===== src/rtl/sht_pkg.sv =====
`timescale 1ns / 1ps

package sht_pkg;

   // Table geometry.
   localparam int CAPACITY = 64;
   localparam int IDX_W    = $clog2(CAPACITY);
   localparam int CNT_W    = $clog2(CAPACITY + 1);

   // Field widths of the stream channels.
   localparam int MODE_W      = 3;
   localparam int SIZE_W      = 32;
   localparam int ADDR_W      = 32;
   localparam int HOLE_IDX_W  = 6;
   localparam int STATUS_W    = 2;
   localparam int ENTRY_IDX_W = 6;
   localparam int ENTRY_CNT_W = 7;
   localparam int REQ_DATA_W  = 72;
   localparam int RSP_DATA_W  = 80;
   localparam int RSP_USER_W  = 3;

   // Operation codes carried in the request tuser field.
   typedef enum logic [MODE_W-1:0] {
      MODE_INSERT  = 3'd0,
      MODE_RM_ADDR = 3'd1,
      MODE_FIND    = 3'd2,
      MODE_LOOKUP  = 3'd3,
      MODE_RM_IDX  = 3'd4
   } mode_type;

   // Result status codes.
   typedef enum logic [STATUS_W-1:0] {
      STATUS_OK   = 2'd0,
      STATUS_FULL = 2'd1,
      STATUS_MISS = 2'd2
   } status_type;

   // One table entry.
   typedef struct packed {
      logic [SIZE_W-1:0] size;
      logic [ADDR_W-1:0] addr;
   } hole_type;

   // Compare flags that a cell shows to its neighbours.
   typedef struct packed {
      logic ge;
      logic gt;
      logic eq;
   } cell_flags_type;

   // Candidate marks for the result selection.
   typedef struct packed {
      logic eq;
      logic gt;
      logic am;
   } cell_hit_type;

   // Command strobes shared by every cell.
   typedef struct packed {
      logic capture;
      logic ins;
      logic rm_addr;
      logic rm_idx;
   } cell_cmd_type;

endpackage


===== src/rtl/sht_cell.sv =====
`timescale 1ns / 1ps

module sht_cell
   import sht_pkg::*;
(
   input  logic           clock,
   input  cell_cmd_type   cmd,
   input  hole_type       req_hole,
   input  hole_type       new_hole,
   input  logic           occupied,
   input  logic           idx_ge,
   input  hole_type       left_data,
   input  cell_flags_type left_flags,
   input  hole_type       right_data,
   input  logic           right_gt,
   input  logic           seen_in,
   output hole_type       data,
   output cell_flags_type flags,
   output cell_hit_type   hit,
   output logic           seen_out
);

   hole_type       data_ff;
   hole_type       data_in;
   cell_flags_type flags_ff;
   logic           am_ff;

   // Compare the entry with the incoming request when a transaction is taken.
   always_ff @(posedge clock) begin
      if (cmd.capture) begin
         flags_ff.ge <= occupied && (data_ff.size >= req_hole.size);
         flags_ff.gt <= occupied && (data_ff.size >  req_hole.size);
         flags_ff.eq <= occupied && (data_ff.size == req_hole.size);
         am_ff       <= occupied && (data_ff.addr == req_hole.addr);
      end
   end

   // The address match ripples along the row so that only the first one counts.
   assign seen_out = seen_in | am_ff;

   // Candidates: first equal size, last larger size, first address match.
   assign hit.eq = flags_ff.eq && !left_flags.eq;
   assign hit.gt = flags_ff.gt && !right_gt;
   assign hit.am = am_ff && !seen_in;

   // Insert shifts right behind the insertion point; removal shifts left from the gap.
   always_comb begin
      data_in = data_ff;
      if (cmd.ins) begin
         if (!left_flags.ge) begin
            data_in = left_data;
         end else if (!flags_ff.ge) begin
            data_in = new_hole;
         end
      end else if (cmd.rm_addr && seen_out) begin
         data_in = right_data;
      end else if (cmd.rm_idx && idx_ge) begin
         data_in = right_data;
      end
   end

   always_ff @(posedge clock) begin
      data_ff <= data_in;
   end

   assign data  = data_ff;
   assign flags = flags_ff;

endmodule


===== config.mk =====
export PLATFORM = sky130hd
export DESIGN_NAME = sht_cell
export DESIGN_NICKNAME = d
export VERILOG_FILES = /design/src/rtl/sht_pkg.sv /design/src/rtl/sht_cell.sv
export SDC_FILE = /design/constraint.sdc
export NUM_CORES = 1
export LEC_CHECK = 0
export ABC_AREA = 1
export BUFFER_PORTS_ARGS = -buffer_cell sky130_fd_sc_hd__buf_2
export CAP_MARGIN = 30
export CORE_AREA = 2 2 132 134
export CTS_CLUSTER_DIAMETER = 60
export DETAILED_ROUTE_END_ITERATION = 8
export DIE_AREA = 0 0 134 136
export HOLD_SLACK_MARGIN = 0.08
export PLACE_DENSITY_LB_ADDON = 0.2
export SETUP_SLACK_MARGIN = 0.2
export SLEW_MARGIN = 20
export SYNTH_ARGS = -nofsm -noshare
export SYNTH_HDL_FRONTEND = slang
export SYNTH_SLANG_ARGS = --single-unit

===== constraint.sdc =====
create_clock -name clock -period 4.8 [get_ports clock]
set_clock_uncertainty 0.1 [all_clocks]
set_input_delay 0.48 -clock clock [delete_from_list [all_inputs] [get_ports clock]]
set_output_delay 0.48 -clock clock [all_outputs]
set_load 0.02 [all_outputs]

# --- After elaboration in Yosys (flattened, before gate mapping) ---
# Index checks and enable logic that the tools add are counted.
op_classes:
  bitwise_logic: 1
  magnitude_cmp: 2
  muxes: 5
  reduce_logical: 14
  n_eq_ne: 3
op_table:
  columns: ["op", "count"]
  rows:
  - ["two-way mux 64 bit", 5]
  - ["equality test 32 bit", 2]
  - ["greater-or-equal comparator 32 bit", 1]
  - ["greater-than comparator 32 bit", 1]
  - ["logical AND 1 bit", 9]
  - ["zero test 1 bit", 3]
  - ["inequality test 3 bit, second input constant", 1]
  - ["nonzero test 3 bit", 1]
  - ["AND reduction 2 bit", 1]
  - ["bitwise OR 1 bit", 1]
word_totals:
  output_inout_bits: 71
  register_bits: 68

# --- Logic depth before layout (Yosys ltp) ---
# Gate-level depths: netlist of the first run.
depth:
  word_depth: 4
  mapped_depth: 15

# --- Worst setup path before layout of the first run ---
# No wires, ideal clock.
synth_path:
  path_type: "input-to-reg"
  start: "input port left_flags[2] (netlist name)"
  end: "register data_ff, in the netlist data[0], enable pin"
  setup_ps: 524
  n_path_buf: 1
  required_ps: 4176
  arrival_ps: 4205
  slack_ps: -29
  stages: 2
  path_cell_list: "clkbuf_1 a31oi_1"
synth_between:
  elab_chain_cells: 2
synth_rtl:
  columns: ["item", "line_no", "rtl"]
  rows:
  - ["from (decl)", "sht_cell.sv:13", "input cell_flags_type left_flags,"]
  - ["inequality test 3 bit (no line)", null, null]
  - ["AND reduction 2 bit (no line)", null, null]
  - ["to (signal assigned)", "sht_cell.sv:63", "data_ff <= data_in;"]
  - ["to (decl)", "sht_cell.sv:23", "hole_type data_ff;"]
# No other way between the ends.
# A chain may end at the register's enable or synchronous reset.

# --- Final worst setup path of the first run ---
layout_path:
  start: "input port cmd[2] (netlist name)"
  end: "register data_ff, in the netlist data[27], enable pin"
layout_between:
  elab_chain_cells: 2
  word_cells_on_any_way: 3
  cone_classes: "eq/ne: 1; reduce/logical: 2"
layout_rtl:
  columns: ["item", "line_no", "rtl"]
  rows:
  - ["from (decl)", "sht_cell.sv:7", "input cell_cmd_type cmd,"]
  - ["inequality test 3 bit (no line) / nonzero test 3 bit (equally long branches)", null, null]
  - ["AND reduction 2 bit (no line) (*)", null, null]
# Every way passes the cells marked *; elsewhere a longest branch is shown, timed or not.

==> summary.md, run 1 <==
| Metric | Value |
|---|---|
| Fin crit share | 47.9% |
| Drt first pass iters | 4 |
| Die width | approximately 130 µm |
| Hold_buf cts | 0 |
| FILL cells | 1,837 |
| Post-CTS setup buffer count | 0 |
| Number of synthesized flops with an enable pin | 68 |
| Cell Area, Placed | 0.00656 mm² |
| Tmin final | ~2300 ps |
| Sequential fraction of the synthesis area | between 40% and 50% |
| Most area-consuming cells after synthesis | edfxtp_1, nand2_1, a31oi_1 |
| Peak supply drop | around 0.17 mV |
| Ys async rst share | 0% |
| Crit-path max FO | a little over 70 |
| Mapped cell area | roughly 0.0047 mm² |
| FMAX | 435 MHz |
| Leak | 3.53 nW |
| Overall power | ~2.0 mW |
| Largest net degree at the start of global routing | 73 |
| Full die area | about 0.018 mm² |
| Drt drc | 0 |
| # IOs | approximately 340 |
| Post-route cell area | roughly 0.0069 mm² |
| Sw frac | between 20 and 30% |
| Vias/cell | 4.44 |
| Maxcap violations | 0 |
| Worst slew pin tran | around 900 ps |
| H-tree depth | 3 |
| Ys Warns | 0 |
| Worst path arrival time | between 2000 and 2500 ps |
| Slowest cell delay on critical path | roughly 690 ps |
| PD cells | around 290 mW/mm² |
| Post-synth top area share | 43.7% |
| Reg power frac | roughly two fifths |
| PortBufs | 337 |
| Core ar. | roughly 0.017 mm² |
| Status | finished, final reports clean |
| Num CTS Buffers | 9 |
| Antenna violations before repair | 1 |
| Share of layout cells above drive strength 1 | between 30% and 40% |
| Cells after Synth | 592 |
| Vias | between 5,000 and 6,000 |
| Comb power frac | between 20% and 30% |
| GR Overflow Total | 0 |
| RSZ-0062 raised after global routing | false |
| DRT Wirelength | roughly 17,000 µm |
| Placed cells | approximately 1,100 |
| Vias in the first global route | between 4,000 and 5,000 |
| Root Buffer | clkbuf_16 |
| Hold Crit Class | in2reg |
| TritonCTS Sinks | between 60 and 70 |
| GRT Util Overall | around 18% |
| Critical Path End Type | flip-flop |
| Critical Path Source Type | input port |
| Final hold vios | 0 |
| DR WL/cell | between 10 and 15 µm |
| First-pass GRT wire length | around 25,000 µm |
| Post-synthesis to final-layout area growth | 46.8% |
| DP HPWL | about 13,000 µm |
| Slowest CP cell | buf_4 |
| Routed Antenna Nets | 0 |
| Clock group share of total power | between 30% and 40% |
| TNS Setup | 0 ps |
| Most common cell in the netlist | nand2_1 |
| Final #Nets | 1,217 |
| Netlist cell types | 29 |
| CTS max path bufs | 2 |
| Internal power | 1.40 mW |
| Initial drt markers | 167 |
| Cell taking the most area after synthesis | edfxtp_1 |
| CP Data Required Time | 4650 ps |
| Rel. slew slack | 41.4% |
| CTS tree | built |
| Diode count | 0 |
| Crit path top cell by count | buf_4 |
| Mean Syn Cell Area | 7.90 µm² |
| Util after Layout | about two fifths |
| Die Span Y | roughly 140 µm |
| Slew Viols, Final | 0 |
| Switch Pwr | 0.591 mW |
| Post-synthesis register bit count | between 60 and 70 |
| Gpl congestion | 0.780 |
| Synth Flop Type | edfxtp_1 |
| Syn Nets | ~890 |
| PostCTS Resize Cnt | 0 |
| Finished Layout Cells | ~1,100 |
| Crit-path cells | buf_4 -> a221oi_1 -> a31oi_4 -> buf_4 |
| Post-synth top cells | nand2_1, nor2_1, edfxtp_1, a31oi_1, inv_1 |
| Final setup viols | 0 |
| Clk slew on worst S/H paths | 60 ps |
| Initial core utilization | 27.7% |
| Clk Latency, worst-skew pair | 330 ps |
| Rows | 48 |
| Worst Setup Path Type | in2reg |
==> cell type report <==
| type | count | area [µm²] | area share, % |
|---|---|---|---|
| Multi-Input combinational cell | 435 | 2280 | 33.2 |
| Sequential cell | 68 | 2040 | 29.7 |
| Timing Repair Buffer | 341 | 1720 | 25.0 |
| Tap cell | 225 | 282 | 4.10 |
| Clock buffer | 11 | 233 | 3.39 |
| Inverter | 62 | 233 | 3.39 |
| Clock inverter | 5 | 76.3 | 1.11 |
==> placed cells by master (no fill, tap or decap), drive strengths merged <==
cell | synthesis | layout
edfxtp | 68 | 68
clkinv | 1 | 3
o21a | 1 | 1
xor2 | 7 | 7
a221oi | 2 | 2
o22ai | 4 | 4
nor4 | 2 | 2
buf | 18 | 341
or2 | 3 | 3
inv | 61 | 61
nand4 | 4 | 4
ha | 32 | 32
a21oi | 13 | 13
nand2 | 187 | 187
nand3 | 7 | 7
a31oi | 65 | 65
xnor2 | 8 | 8
bufinv | 0 | 2
clkinvlp | 0 | 1
a21o | 1 | 1
o21ai | 7 | 7
nor3 | 1 | 1
clkbuf | 9 | 11
o211ai | 1 | 1
nor2 | 90 | 90
==> critical path, delay by kind of cell <==
family | cells | cell delay (ps)
buf+inv | 2 | 1240
compound gates | 2 | 350
==> flip-flops by register name, indices dropped and copies added (netlist names) <==
| name | flops |
|---|---|
| data | 64 |
| flags | 3 |
| am_ff | 1 |
==> metrics by stage <==
step / hold WS (ps) / setup WS (ps)
CTS: 326 / 2490
global route: 337 / 2340
global placement: 668 / 2130
floorplan: 492 / 1440
detailed placement: 680 / 2140
finish: 334 / 2500
==> layer usage <==
metal / wire length (µm) / share of wire, % / vias to the layer above / track usage (%)
li1: - / - / 2637 / -
met2: 8550 / 51 / 206 / 33.3
met1: 6560 / 39 / 2230 / 19.7
met3: 1370 / 8.2 / 19 / 5.11
met5: 11 / 0.066 / - / 0
met4: 283 / 1.7 / 2 / 5.91
==> logic make-up (layout without fill, tap and decap cells) <==
logic type / after synthesis / in the layout / share of synthesized area (%)
buffers and inverters: 89 / 419 / 7.87
adders and majority gates: 32 / 32 / 8.57
and+or+nand+nor: 294 / 294 / 24.8
AOI/OAI and AO/OA: 94 / 94 / 12.2
xor gates and xnor gates: 15 / 15 / 2.81
DFF: 68 / 68 / 43.7
==> path summary, 6_finish.rpt <==
check,startpoint,end,slack [ps],cells past startpoint
max,cmd[2],data[27],2500,4
min,cmd[3],flags[1],330,1
max reg2reg,am_ff,data[27],2770,4
min reg2reg,data[3],am_ff,740,5
==> power by group through the flow <==
stage,combinational [mW],sequential [mW],clock [mW]
2_1_floorplan,0.219,0.858,0
3_3_place_gp,0.522,0.790,0
3_5_place_dp,0.526,0.789,0
4_1_cts,0.528,0.778,0.727
5_1_grt,0.580,0.785,0.749
6_report,0.517,0.777,0.701
No activity file was read; power rests on OpenSTA's default activity.
==> run 2: changes to the inputs <==
--- a/config.mk
+++ b/config.mk
@@ -8,10 +8,10 @@
 export ABC_AREA = 1
 export BUFFER_PORTS_ARGS = -buffer_cell sky130_fd_sc_hd__buf_2
 export CAP_MARGIN = 30
-export CORE_AREA = 2 2 132 134
+export CORE_AREA = 2 2 133 135
 export CTS_CLUSTER_DIAMETER = 60
 export DETAILED_ROUTE_END_ITERATION = 8
-export DIE_AREA = 0 0 134 136
+export DIE_AREA = 0 0 135 137
 export HOLD_SLACK_MARGIN = 0.08
 export PLACE_DENSITY_LB_ADDON = 0.2
 export SETUP_SLACK_MARGIN = 0.2
==> constraint.sdc (replaced) <==
create_clock -name clock -period 2.14 [get_ports clock]
set_clock_uncertainty 0.1 [all_clocks]
set_input_delay 0.214 -clock clock [delete_from_list [all_inputs] [get_ports clock]]
set_output_delay 0.214 -clock clock [all_outputs]
set_load 0.02 [all_outputs]
==> run 2 against run 1 <==
Via count fell by 1.4%; clock-buffer cell count fell by 1; combinational power rose by 130%; largest cell class unchanged; critical endpoint is now flags[2]; die area rose by 1.5%.
==> summary.md, run 2 (synthesis results as in run 1) <==
| Metric | Value |
|---|---|
| Status | finished, final reports clean |
| Rows | 48 |
| DR WL/cell | ~15 µm |
| Share of layout cells above drive strength 1 | roughly two fifths |
| Worst slew pin tran | about 450 ps |
| Die width | around 140 µm |
| CTS max path bufs | 2 |
| Leak | about 3.6 nW |
| Initial core utilization | a little over a quarter |
| Worst Setup Path Type | reg2reg |
| Crit-path max FO | 2 |
| Final hold vios | 0 |
| Hold Crit Class | in2reg |
| Peak supply drop | between 0.3 and 0.4 mV |
| Commonest non-fill, non-tap cells in the layout | buf_2, nand2_1, nor2_1 |
| Crit path top cell by count | nand2_1 |
| Most common cell after layout, fill and taps aside | buf_2 |
| TNS Setup | 0 ps |
| Die Span Y | 137 µm |
| PostCTS Resize Cnt | 0 |
| Slowest cell delay on critical path | between 300 and 400 ps |
| GR Overflow Total | 0 |
| Critical R2R Launch | data[57] |
| WHS Path Cells | 3 |
| Final setup viols | 0 |
| Root Buffer | clkbuf_16 |
| Clk Latency, worst-skew pair | roughly 330 ps |
| Initial drt markers | 227 |
| Drt first pass iters | 6 |
| Register Area | ~0.0020 mm² |
| Hold_buf cts | 1 |
| Largest net degree at the start of global routing | roughly 90 |
| Reg2reg end | flags[2] |
| Critical Path Source Type | flip-flop |
| First-pass GRT wire length | about 25,000 µm |
| Critical Path End Type | flip-flop |
| Rel. slew slack | between 70% and 80% |
| DRT Wirelength | around 17,000 µm |
| Worst R2R Path Depth | 9 |
| Full die area | approximately 0.018 mm² |
| Slack of the worst reg-to-reg path | roughly 380 ps |
| Crit-path cells | ha_1 -> a21oi_1 -> o21ai_1 -> nand2_1 -> nand2_1 -> a21oi_1 -> nand2_1 -> nand2_1 -> nand2_1 |
| Core ar. | 0.0171 mm² |
| Drt drc | 0 |
| CTS tree | built |
| Post-synthesis to final-layout area growth | 47.6% |
| Post-CTS setup buffer count | 0 |
| # IOs | approximately 340 |
| H-tree depth | 3 |
| PD cells | roughly 630 mW/mm² |
| DP HPWL | about 14,000 µm |
| FILL cells | about 1,800 |
| Final #Nets | about 1,200 |
| Vias | ~5,000 |
| Routed Antenna Nets | 0 |
| GRT Util Overall | roughly 18% |
| Fin crit share | between 80 and 90% |
| Hold Path End | data[18] |
| Antenna violations before repair | 1 |
| FMAX | around 570 MHz |
| TritonCTS Sinks | between 60 and 70 |
| CP Data Required Time | approximately 2100 ps |
| Num CTS Buffers | 9 |
| Area of the multi-input gates | 0.00229 mm² |
| Vias/cell | 4.37 |
| Cell Area, Placed | between 0.006 and 0.007 mm² |
| Tmin final | around 1800 ps |
| Slew Viols, Final | 0 |
| PortBufs | 337 |
| RSZ-0062 raised after global routing | false |
| Gpl congestion | between 0.7 and 0.8 |
| Max reg flops | 64 |
| Hold wc startpoint | right_data[18] |
| Slowest CP cell | edfxtp_1 |
| Worst path arrival time | about 1700 ps |
| Maxcap violations | 0 |
| Vias in the first global route | roughly 4,800 |
| Post-route cell area | between 0.006 and 0.007 mm² |
| Hold slack | about 120 ps |
| Clk slew on worst S/H paths | roughly 50 ps |
[run 2: area by class of cell]
type,instances,area share (%)
antenna,1,0.0363
clock buffer,10,3.32
clock inverter,4,0.617
inverter,62,3.37
multi-input combinational,435,33.2
sequential,68,29.6
tap,225,4.08
timing repair buffer,344,25.8
[run 2: per-layer routing]
metal	global-route usage (%)	part of all wire (%)	vias to the layer above
li1	-	-	2638
met1	20.0	40	2172
met2	31.9	50	198
met3	5.22	8.2	15
met4	6.42	1.9	0
met5	0	0	-
[run 2: critical path: cells and delay by family, from the launching register on]
family / cells / cell delay [ps]
AO/OA/AOI/OAI: 3 / 380
adder cells (fa/ha/maj): 1 / 310
flip-flops: 1 / 390
AND/OR/NAND/NOR: 5 / 330
[run 2: per-stage QoR]
| step | instances | setup WS (ps) | utilization [%] | power (mW) |
|---|---|---|---|---|
| finish | 1149 | 383 | 40.5 | 4.33 |
| global route | 1149 | 201 | 40.5 | 4.60 |
| CTS | 1148 | 371 | 40.4 | 4.40 |
| detailed placement | 1133 | 372 | 38.8 | 2.96 |
| global placement | 1133 | 396 | 38.8 | 2.95 |
| floorplan | 592 | -78.9 | - | 2.42 |
[run 2: worst max-delay path by stage]
stage	startpoint	end
floorplan	am_ff	data[0]
global placement	data[37]	flags[2]
detailed placement	data[57]	flags[2]
CTS	data[57]	flags[2]
global route	data[50]	flags[1]
finish	data[57]	flags[2]
[run 2: report_power, final]
| part | switching (mW) | internal (mW) | leakage (nW) |
|---|---|---|---|
| Clock | 0.532 | 0.879 | 0.133 |
| Combinational | 0.687 | 0.496 | 2.74 |
| Sequential | 0.0856 | 1.65 | 0.678 |
==> run 3: changes to the inputs <==
==> constraint.sdc (replaced) <==
create_clock -name clock -period 1.8 [get_ports clock]
set_clock_uncertainty 0.1 [all_clocks]
set_input_delay 0.18 -clock clock [delete_from_list [all_inputs] [get_ports clock]]
set_output_delay 0.18 -clock clock [all_outputs]
set_load 0.02 [all_outputs]
==> run 3 against run 2 <==
The flow now finishes with violations (negative setup slack); maximum frequency shrank 2.6%; register-to-register slack got worse by 390 ps; first-iteration DRC count shrank 25%; largest power group unchanged.
==> summary.md, run 3 (synthesis results as in run 1) <==
| Metric | Value |
|---|---|
| FMAX | 554 MHz |
| Hold wc startpoint | right_data[39] |
| GR Overflow Total | 0 |
| Critical Path End Type | flip-flop |
| Vias in the first global route | 4,986 |
| Num CTS Buffers | 9 |
| Worst Setup Path Type | reg2reg |
| Drt drc | 0 |
| Clk Latency, worst-skew pair | around 330 ps |
| Post-synthesis to final-layout area growth | 66.2% |
| Maxcap violations | 0 |
| Hold Crit Class | in2reg |
| Met2 GRT Util | roughly 32% |
| DRT Wirelength | between 15,000 and 20,000 µm |
| Hold slack | around 94 ps |
| Most common cell after layout, fill and taps aside | buf_2 |
| Rel. slew slack | about 75% |
| Initial core utilization | 27.4% |
| CTS tree | built |
| Final hold vios | 0 |
| Post-route cell area | between 0.007 and 0.008 mm² |
| PD cells | between 700 and 800 mW/mm² |
| First-pass GRT wire length | around 26,000 µm |
| Cell Area, Placed | 0.00668 mm² |
| Full die area | roughly 0.018 mm² |
| DR WL/cell | 15.1 µm |
| Vias | around 5,300 |
| Share of layout cells above drive strength 1 | around 44% |
| Peak supply drop | 0.532 mV |
| Leak | 3.88 nW |
| Final setup viols | 13 |
| Antenna violations before repair | 2 |
| Max reg flops | 64 |
| H-tree depth | 3 |
| Rows | 48 |
| Fin crit share | 100% |
| Commonest non-fill, non-tap cells in the layout | buf_2, nand2_1, nor2_1 |
| Critical R2R Launch | am_ff |
| Critical Path Source Type | flip-flop |
| CP Data Required Time | around 1800 ps |
| Util after Layout | 45.6% |
| Status | finished with violations |
| Met3 usage | around 5.5% |
| Grt peak-use layer | met2 |
| Clk slew on worst S/H paths | around 50 ps |
| Slew Viols, Final | 0 |
| # IOs | between 300 and 400 |
| Violated checks | negative setup slack |
| Worst path arrival time | 1800 ps |
| Final #Nets | 1,265 |
| Largest net degree at the start of global routing | 83 |
| Crit-path max FO | 8 |
| Final worst slack | -4.49 ps |
| Initial drt markers | 170 |
| CTS max path bufs | 2 |
| Tmin final | approximately 1800 ps |
| Vias/cell | between 4 and 5 |
| Crit. Startpoint | am_ff |
| Worst slew pin tran | between 300 and 400 ps |
| TritonCTS Sinks | between 60 and 70 |
| Core ar. | around 0.017 mm² |
| Drt first pass iters | 6 |
| Root Buffer | clkbuf_16 |
| Gpl congestion | 0.797 |
| Routed Antenna Nets | 0 |
| PortBufs | 337 |
| GR Util met1 | 20.7% |
| DP HPWL | 13,700 µm |
| Die Span Y | about 140 µm |
| RSZ-0062 raised after global routing | true |
| GRT Util Overall | 18.1% |
| Die width | ~140 µm |
run 3: cell types whose count changed in the layout (fill, tap and decap cells not counted), moves of 4 or more:
cell           previous run  this run
nor2_4                    0         4
buf_12                    3         9
dlygate4sd3_1             1        23
ha_4                      0        11
nand2_2                   0        12
ha_1                     32        21
nand2_1                 187       172
nor2_1                   88        84
buf_4                     4        13
run 3: through the flow:
stage | cells | setup TNS, ps | worst slack, ps | total power, mW
after CTS | 1180 | 0 | 49.7 | 5.40
after detailed placement | 1137 | 0 | 22.3 | 3.55
after global routing | 1194 | -903 | -80.1 | 5.84
after global placement | 1137 | 0 | 35.2 | 3.54
after floorplan | 592 | -27540 | -430 | 2.87
final | 1196 | -50.2 | -4.49 | 5.51
run 3: routing by layer:
metal,part of all wire (%),wire length [µm]
met5,0,0
met3,8.2,1470
met2,49,8860
met1,41,7360
met4,1.9,344
run 3: layout make-up:
class | count | area, µm²
diodes | 2 | 5.00
inverters | 62 | 233
fillers | 1751 | 9290
well taps | 225 | 282
flip-flops and latches | 68 | 2040
repair buffers | 389 | 2360
clock inverters | 3 | 38.8
multi-input cells | 435 | 2570
clock buffers | 12 | 236
run 3: repair_timing:
action	4_1_cts	5_1_grt
hold buffers	23	0
endpoints found under the setup margin	68	69
pin swaps	4	24
gates cloned	3	4
endpoints found under the hold margin	18	0
resized for setup	15	41
setup buffers	2	10
run 3: final timing paths:
| check | end | slack, ps | depth (start not counted) |
|---|---|---|---|
| setup / recovery | data[42] | -4 | 6 |
| hold / removal | data[39] | 90 | 3 |
| setup reg to reg | data[42] | -4 | 6 |
| hold reg to reg | am_ff | 760 | 5 |
run 3: where the power goes:
part           internal (mW)  switching [mW]  total [mW]
Sequential              1.96           0.121        2.08
Clock                   1.06           0.630        1.69
Combinational          0.817           0.923        1.74
run 3: critical path, cell delays in order (launching register included):
cell and delay (ps):
edfxtp_1 410, or2_4 260, a221oi_4 280, a31oi_4 80, buf_12 170, buf_12 130, buf_16 130
